## src/hdl/eaq_pkg.sv

```systemverilog
// ----------------------------------------------------------------------------
// eaq_pkg
// shared types, constants and the arctangent table for the euler angle to
// quaternion pipeline
// ----------------------------------------------------------------------------
package eaq_pkg;

    localparam int SINE_ITERATIONS = 16;
    localparam int ATAN_ENTRIES    = 24;
    localparam int CORDIC_STAGES   = (SINE_ITERATIONS > ATAN_ENTRIES) ? ATAN_ENTRIES :
                                     ((SINE_ITERATIONS < 1) ? 1 : SINE_ITERATIONS);
    // input register, cordic stages, sign fix stage, five multiply stages
    localparam int PIPE_DEPTH      = CORDIC_STAGES + 7;
    localparam int IDX_W           = $clog2(ATAN_ENTRIES);

    localparam int ANGLE_W = 16;
    localparam int POS_W   = 32;
    localparam int QUAT_W  = 16;
    localparam int CW      = 34;
    localparam int SC_W    = 32;

    localparam logic signed [CW-1:0] CORDIC_GAIN = 34'sd652032874;
    localparam logic signed [CW-1:0] PI_Q30      = 34'sd3373259426;
    localparam logic signed [CW-1:0] HALF_PI_Q30 = 34'sd1686629713;
    localparam int                   Q14_ONE     = 16384;

    typedef logic signed [CW-1:0] cordic_word_t;

    typedef struct packed {
        cordic_word_t x;
        cordic_word_t y;
        cordic_word_t z;
    } cordic_lane_t;

    typedef cordic_lane_t [2:0] cordic_vec_t;

    typedef struct packed {
        logic signed [SC_W-1:0] sin_v;
        logic signed [SC_W-1:0] cos_v;
    } sincos_t;

    typedef struct packed {
        logic signed [QUAT_W-1:0] w;
        logic signed [QUAT_W-1:0] x;
        logic signed [QUAT_W-1:0] y;
        logic signed [QUAT_W-1:0] z;
    } quat_t;

    typedef struct packed {
        logic signed [POS_W-1:0] x;
        logic signed [POS_W-1:0] y;
        logic signed [POS_W-1:0] z;
    } pos_t;

    // atan(2^-i) in q.30, truncated (entry 0 rounded)
    function automatic cordic_word_t atan_q30(input logic [IDX_W-1:0] idx);
        cordic_word_t v;
        unique case (idx)
            5'd0:    v = 34'sd843314857;
            5'd1:    v = 34'sd497837829;
            5'd2:    v = 34'sd263043836;
            5'd3:    v = 34'sd133525158;
            5'd4:    v = 34'sd67021686;
            5'd5:    v = 34'sd33543515;
            5'd6:    v = 34'sd16775850;
            5'd7:    v = 34'sd8388437;
            5'd8:    v = 34'sd4194282;
            5'd9:    v = 34'sd2097149;
            5'd10:   v = 34'sd1048575;
            5'd11:   v = 34'sd524287;
            5'd12:   v = 34'sd262143;
            5'd13:   v = 34'sd131071;
            5'd14:   v = 34'sd65535;
            5'd15:   v = 34'sd32767;
            5'd16:   v = 34'sd16383;
            5'd17:   v = 34'sd8191;
            5'd18:   v = 34'sd4095;
            5'd19:   v = 34'sd2047;
            5'd20:   v = 34'sd1023;
            5'd21:   v = 34'sd511;
            5'd22:   v = 34'sd255;
            5'd23:   v = 34'sd127;
            default: v = '0;
        endcase
        return v;
    endfunction

endpackage

```

## src/hdl/eaq_out_buf.sv

```systemverilog
// ----------------------------------------------------------------------------
// eaq_out_buf
// two-entry output queue that decouples the pipeline from the consumer
// ----------------------------------------------------------------------------
module eaq_out_buf
(
    input  logic           clk,
    input  logic           rst_n,
    input  logic           push,
    input  eaq_pkg::quat_t push_quat,
    input  eaq_pkg::pos_t  push_pos,
    output logic           space,
    output logic           out_valid,
    input  logic           out_ready,
    output eaq_pkg::quat_t out_quat,
    output eaq_pkg::pos_t  out_pos
);
    import eaq_pkg::*;

    quat_t      quat_mem_reg [2];
    pos_t       pos_mem_reg [2];
    logic       wr_ptr_reg, rd_ptr_reg;
    logic [1:0] count_reg, count_next;
    logic       pop;

    assign out_valid = (count_reg != 2'd0);
    assign pop       = out_valid && out_ready;
    assign space     = (count_reg != 2'd2) || out_ready;
    assign out_quat  = quat_mem_reg[rd_ptr_reg];
    assign out_pos   = pos_mem_reg[rd_ptr_reg];

    always_comb
    begin
        count_next = count_reg + 2'(push) - 2'(pop);
    end

    always_ff @(posedge clk or negedge rst_n)
    begin
        if (!rst_n)
        begin
            wr_ptr_reg <= 1'b0;
            rd_ptr_reg <= 1'b0;
            count_reg  <= 2'd0;
        end
        else
        begin
            if (push)
            begin
                wr_ptr_reg <= ~wr_ptr_reg;
            end
            if (pop)
            begin
                rd_ptr_reg <= ~rd_ptr_reg;
            end
            count_reg <= count_next;
        end
    end

    always_ff @(posedge clk)
    begin
        if (push)
        begin
            quat_mem_reg[wr_ptr_reg] <= push_quat;
            pos_mem_reg[wr_ptr_reg]  <= push_pos;
        end
    end

endmodule
```

## config.mk

```make
export PLATFORM = sky130hd
export DESIGN_NAME = eaq_out_buf
export DESIGN_NICKNAME = d
export VERILOG_FILES = /design/src/hdl/eaq_pkg.sv /design/src/hdl/eaq_out_buf.sv
export SDC_FILE = /design/constraint.sdc
export NUM_CORES = 1
export LEC_CHECK = 0
export BUFFER_PORTS_ARGS = -buffer_cell sky130_fd_sc_hd__buf_2
export CAP_MARGIN = 20
export CORE_AREA = 2 2 156 158
export CTS_CLUSTER_SIZE = 24
export DETAILED_ROUTE_END_ITERATION = 7
export DIE_AREA = 0 0 158 160
export GPL_TIMING_DRIVEN = 0
export HOLD_SLACK_MARGIN = 0.06
export PLACE_DENSITY = 0.78
export SYNTH_ARGS = -nofsm -noshare
export SYNTH_HDL_FRONTEND = slang
export SYNTH_SLANG_ARGS = --single-unit
```

## constraint.sdc

```tcl
create_clock -name clk -period 10 [get_ports clk]
set_clock_uncertainty 0.1 [all_clocks]
set_input_delay 0.5 -clock clk [delete_from_list [all_inputs] [get_ports clk]]
set_output_delay 0.5 -clock clk [all_outputs]
set_load 0.01 [all_outputs]
```

# Yosys cells after proc, flatten, opt, wreduce, memory -nomap -nowiden
# Memory sizes are Yosys's and may differ from the RTL's.
# Cells that the tools add are included.
# op_classes
reduce_logical,3
n_eq_ne,1
n_bitwise,2
add_sub_neg,2
mux,2
# op_table
cell,count
adder 2 x 1 -> 2 bit,1
2-to-1 mux 1 bit,2
!= test 2 bit (second input constant),1
inverter 1 bit,2
nonzero test 2 bit,1
subtractor 2 x 1 -> 2 bit,1
logical AND 1 bit,1
logical OR 1 bit,1
# word_totals
ramBits,320
in_bits,164
mem_count,2
out_inout_bits,162
word_cells,15
ff_bits,4
# memory_table
memory,words,width,read_ports,rd_ports_with_merged_regs,write_ports,line,source
pos_mem_reg,2,96,1,0,1,eaq_out_buf.sv:21,pos_t pos_mem_reg [2];
quat_mem_reg,2,64,1,0,1,eaq_out_buf.sv:20,quat_t quat_mem_reg [2];

# Longest topological paths before layout
# Gate-level depths: netlist (run 1).
# depth
word_depth,3
ltp_mapped,6
depth_no_buf,6

# Worst setup path before layout (run 1)
# Ideal clock, no wire load.
# synth_timing
path_type,flip-flop to flip-flop
from,reg wr_ptr_reg
to,"mem pos_mem_reg[0][0] (netlist name), enable pin"
setup_time_ns,0.701
path_buffers,0
arrival_ns,7.464
slack_ns,1.735
required_time_ns,9.199
path_stages_with_launch,2
path_cell_list,dfrtp_1 -> nor2b_1
# synth_rtl
element,line,source
from (decl),eaq_out_buf.sv:22,"logic wr_ptr_reg, rd_ptr_reg;"
from (signal assigned),eaq_out_buf.sv:49,wr_ptr_reg <= ~wr_ptr_reg;
to (decl),eaq_out_buf.sv:21,
# No word-level cell before the write port.

==> metrics.txt, run 1 <==
required time of the critical path=9400 ps; commonest cells after routing, fill and taps aside=buf_2 (332), edfxtp_1 (320), mux2_4 (90); VDD IR max=0.000220 V; Tcrit/Tclk final=0.245; Layout area overhead=27.7%; CTS-repair resized insts=0; largest net degree at the start of global routing=60; P_int=3.21 mW; CTS tree=built; clock transition at the registers of the reported paths=60 ps; Critical Path Sink=out_pos[87]; Slew Limit Fails=0; Synth top area share=0.793; first-pass GRT wire length=33,600 um; initial antenna violation count=3; Slew headroom=0.498; worst hold path type=in -> reg; RSZ-0062 raised after global routing=false; Yosys cell types=15; nets@finish=1,054; final setup vio count=0; commonest non-fill, non-tap cell in the layout=buf_2; Pwr per Cell Area=288 nW/um^2; final worst path period need=2450 ps; Reg power frac=0.418; CP max FO=10; WHS=86.6 ps; DRC viols=0; clk buf depth=3; Critical Path Sink Type=output port; dpl cells=1,173; Die X=158 um; Crit Reg-Reg Endpoint=quat_mem_reg[1][11]; post-route ant nets=0; Worst-Margin Slew=752 ps; crit path kind=reg -> out; # rows=57; #FFs+latches synth=324; layout cell share with drive strength beyond 1=0.614; Worst setup SP type=flop; FF-to-FF path depth=3; Mapped Area=12,100 sq um; vias in the first global route=6,464; fmax=408 MHz; Worst-Skew Late Latency=490 ps; DR pass1 iterations=6; IO Count=326; crit path DAT=1850 ps; sequential area share after synthesis=0.802; Clock Tree Root=clkbuf_16; leakage power=6.12 nW; final hold viol count=0; max reg flops=192; internal reg-to-reg setup slack=7790 ps; global placement routability congestion=0.730; Via Count=6,026; syn_nets=682; Yosys Warn Count=0; gr usage total=0.175; total CTS buffers=34; Starting Density=0.508; clk sinks=324; Cell Count, Final, Fillers Out=1,238; synthesized area per cell=23.5 sq um; GR Overflow Total=0; status=finished clean; Clk pwr share=0.270; leading area contributor after synthesis=edfxtp_1; Area contributors post-synth=edfxtp_1 (79%), mux2_4 (11%), mux2_2 (6.5%); Die ar.=25,300 sq um; Syn Inst Count=516; HPWL after DPL=15,700 um; worst r2r src=wr_ptr_reg; NetSw=1.24 mW; routed vias/inst=4.87; Iter 0 DRT Violations=343; Gate power share=0.312; Post-Route WL=22,700 um; die height=160 um; H-tree depth=2; Sw Share=0.279; max cap viols=0; Core Region=23,800 sq um; CP startpoint=rd_ptr_reg; number of port buffers=325; wire per inst=18.3 um
[through the flow]
stage	power [mW]	setup TNS (ps)	worst slack [ps]	utilization	instance area, sq um
6_report	4.46	0	7550	0.649	15500
5_1_grt	4.66	0	7450	0.649	15500
4_1_cts	4.52	0	7480	0.648	15400
3_5_place_dp	3.30	0	7520	0.602	14300
3_3_place_gp	3.32	-385490	-2420	0.594	14100
2_1_floorplan	2.83	0	1740	-	12100
[power by group through the flow]
| stage | Combinational (mW) | Sequential [mW] | Clock [mW] |
|---|---|---|---|
| 2_1_floorplan | 0.900 | 1.93 | 0 |
| 3_3_place_gp | 1.35 | 1.98 | 0 |
| 3_5_place_dp | 1.41 | 1.89 | 0 |
| 4_1_cts | 1.42 | 1.86 | 1.24 |
| 5_1_grt | 1.49 | 1.88 | 1.29 |
| 6_report | 1.39 | 1.86 | 1.21 |
[how the worst min path moves through the flow]
| stage | from | end | slack, ps | cells after the start |
|---|---|---|---|---|
| 4_1_cts | push_pos[5] | pos_mem_reg[1][5] | 60 | 1 |
| 3_5_place_dp | rst_n | count_reg[0] | 210 | 1 |
| 5_1_grt | push_pos[13] | pos_mem_reg[0][13] | 60 | 1 |
| 2_1_floorplan | rst_n | count_reg[0] | 100 | 0 |
| 3_3_place_gp | rst_n | count_reg[0] | 210 | 1 |
| 6_report | push_pos[22] | pos_mem_reg[0][22] | 90 | 1 |
[synthesized netlist by cell type (all sizes together)]
master	count
edfxtp	320
mux2	160
buf	18
dfrtp	4
inv	3
ha	2
xnor2	2
xor2	2
and2	1
nand3	1
nor2b	1
o21a	1
or2	1
[worst max-delay path, cell delays in order, from the launching register on]
cell	delay, ps
dfrtp_1	340
buf_6	130
buf_6	200
buf_6	220
mux2_4	310
buf_2	160
[logic make-up (layout without fill, tap and decap cells)]
logic type | count (synthesis) | after routing | synth area share
other cells | 0 | 2 | 0
fa+ha+maj | 2 | 2 | 0.00207
xor+xnor | 4 | 4 | 0.00289
simple gates | 4 | 4 | 0.00196
flops | 324 | 324 | 0.802
buf+inv | 21 | 417 | 0.0141
mux | 160 | 160 | 0.177
compound gates | 1 | 1 | 0.000620
[area by class of cell]
cell class	instances	area, sq um
plain buffers	18	159
inverters	3	11.3
flip-flops and latches	324	9710
fillers	1651	8360
multi-input cells	171	2240
repair buffers	336	1850
well taps	324	405
clock buffers	39	891
diodes	2	5.00
clock inverters	21	193
[routing by layer]
| layer | vias to the layer above | global-route usage | share of wire |
|---|---|---|---|
| met3 | 50 | 0.0687 | 0.095 |
| met4 | 2 | 0.0655 | 0.030 |
| met2 | 235 | 0.313 | 0.52 |
| met1 | 2928 | 0.183 | 0.35 |
| met5 | - | 0 | 0.00057 |
| li1 | 2811 | - | - |
[what timing repair did]
item / 4_1_cts / 5_1_grt
endpoints found under the hold margin: 4 / 4
buffers inserted: 0 / 0
hold buffers: 1 / 2
Note: power is estimated with default switching activity, not from simulation.
==> inputs of run 2 (changes only) <==
Clock period 10 ns to 2.4 ns, I/O delays scaled along.
==> metrics.txt, run 2 (synthesis gave the netlist of run 1 again) <==
status=finished clean (unchanged); layout cell share with drive strength beyond 1=0.522 (was 0.614); post-route ant nets=0 (unchanged); VDD IR max=0.000904 V (was 0.000220 V); Pwr per Cell Area=1100 nW/um^2 (was 288 nW/um^2); worst path bufs/invs=4 (unchanged); diode count=0 (was 2); Via Count=6,891 (was 6,026); Slew Limit Fails=0 (unchanged); gr usage total=0.219 (was 0.175); dpl cells=1,173 (unchanged); total CTS buffers=31 (was 34); final hold viol count=0 (unchanged); Core Region=23,800 sq um (unchanged); IO Count=326 (unchanged); largest net degree at the start of global routing=66 (was 60); DR pass1 iterations=5 (was 6); Slew headroom=0.390 (was 0.498); # rows=57 (unchanged); clk buf depth=3 (unchanged); max cap viols=0 (unchanged); clock transition at the registers of the reported paths=60 ps (about the same); Layout area overhead=39.9% (was 27.7%); initial antenna violation count=0 (was 3); HPWL after DPL=16,300 um (was 15,700 um); CTS tree=built (unchanged); Iter 0 DRT Violations=371 (was 343); routed vias/inst=4.94 (was 4.87); Starting Density=0.508 (unchanged); clk sinks=324 (unchanged); vias in the first global route=7,732 (was 6,464); final setup vio count=0 (unchanged); setup TNS=0 ps (unchanged); Die ar.=25,300 sq um (unchanged); max reg flops=192 (unchanged); final worst path period need=2150 ps; Critical Path Sink Type=output port (unchanged); fin area=16,900 sq um (was 15,500 sq um); FILL cells=1,466 (was 1,651); Post-Route WL=28,300 um (was 22,700 um); nets@finish=1,212 (was 1,054); H-tree depth=1 (was 2); leakage power=6.74 nW (was 6.12 nW); crit path kind=reg -> out (unchanged); cell family with most CP delay=buffers and inverters (unchanged); Worst setup SP type=flop (unchanged); CP max stage delay=350 ps (was 340 ps); placed inst area=14,300 sq um (about the same); number of port buffers=325 (unchanged); first-pass GRT wire length=42,000 um (was 33,600 um); required time of the critical path=2180 ps (was 9400 ps); Die X=158 um (unchanged); Slowest-stage cell, CP=dfrtp_1 (unchanged); RSZ-0062 raised after global routing=false (unchanged); worst path cell trace=buf_6 -> buf_6 -> buf_6 -> mux2_4 -> buf_2 (unchanged); Most Frequent Cell on Critical Path=buf_6 (unchanged); die height=160 um (unchanged); post-place setup slack=290 ps (was 7520 ps); Cell Count, Final, Fillers Out=1,394 (was 1,238); crit path DAT=1930 ps (was 1850 ps); Tcrit/Tclk final=0.896; worst setup margin=250 ps (was 7550 ps); DRC viols=0 (unchanged); GR Overflow Total=0 (unchanged); wire per inst=20.3 um (was 18.3 um); commonest non-fill, non-tap cell in the layout=buf_2 (unchanged); Clock Tree Root=clkbuf_16 (unchanged); Worst-Skew Late Latency=540 ps (was 490 ps); global placement routability congestion=0.728 (was 0.730); CTS-repair resized insts=0 (unchanged); fmax=465 MHz; commonest cells after routing, fill and taps aside=buf_2 (332), edfxtp_1 (320), dlygate4sd3_1 (164) (was buf_2 (332), edfxtp_1 (320), mux2_4 (90)); Worst-Margin Slew=915 ps (was 752 ps); worst hold path type=in -> reg (unchanged); CP max FO=10 (unchanged)
-- run 2: changes by cell type in the layout (fill, tap and decap cells not counted), sizes merged --
cell / change
inv: -2
diode: -2
clkinv: +4
dlygate4sd3: +161
clkbuf: -5
-- run 2: path summary, 6_finish.rpt --
check,to,slack (ps),cells after the start,start
worst max-delay path,out_pos[89],250,5,rd_ptr_reg
worst min-delay path,quat_mem_reg[0][24],190,2,push_quat[24]
max in group asynchronous,wr_ptr_reg,1610,3,rst_n
worst min register to register,wr_ptr_reg,470,1,wr_ptr_reg
worst max register to register,pos_mem_reg[1][41],310,2,wr_ptr_reg
min in group asynchronous,rd_ptr_reg,420,3,rst_n
-- run 2: power by group --
part / internal, mW / switching, mW / leakage, nW
clock network: 2.67 / 2.02 / 0.481
logic: 3.07 / 3.10 / 3.21
registers: 7.50 / 0.302 / 3.05
total: 13.2 / 5.42 / 6.74
-- run 2: area by class of cell --
type | instances | area (sq um) | share of cell area
repair buffers | 497 | 3450 | 0.204
clock inverters | 23 | 181 | 0.0107
clock buffers | 34 | 787 | 0.0464
inverters | 3 | 11.3 | 0.000665
well taps | 324 | 405 | 0.0239
flip-flops and latches | 324 | 9710 | 0.573
multi-input cells | 171 | 2240 | 0.132
plain buffers | 18 | 159 | 0.00938
-- run 2: repair_timing --
action                                  CTS  global route
hold buffers                            164             0
endpoints found under the setup margin    0             0
endpoints found under the hold margin   333             0
setup buffers                             0             0
-- run 2: metal layers --
metal  up-vias  wire length [um]  GRT usage  share of wire
met5         -                 0          0              0
met4         0               625     0.0541          0.022
met3        50              2450     0.0643          0.086
met2       322             15000      0.409           0.53
met1      3400             10300      0.242           0.36
li1       3119                 -          -              -
-- run 2: metrics by stage --
| step | util | hold slack [ps] | total power [mW] |
|---|---|---|---|
| floorplan | - | -276 | 11.6 |
| global placement | 0.594 | -170 | 13.6 |
| detailed placement | 0.602 | -167 | 13.8 |
| CTS | 0.711 | 162 | 18.7 |
| global route | 0.711 | 185 | 19.5 |
| finish | 0.711 | 195 | 18.7 |
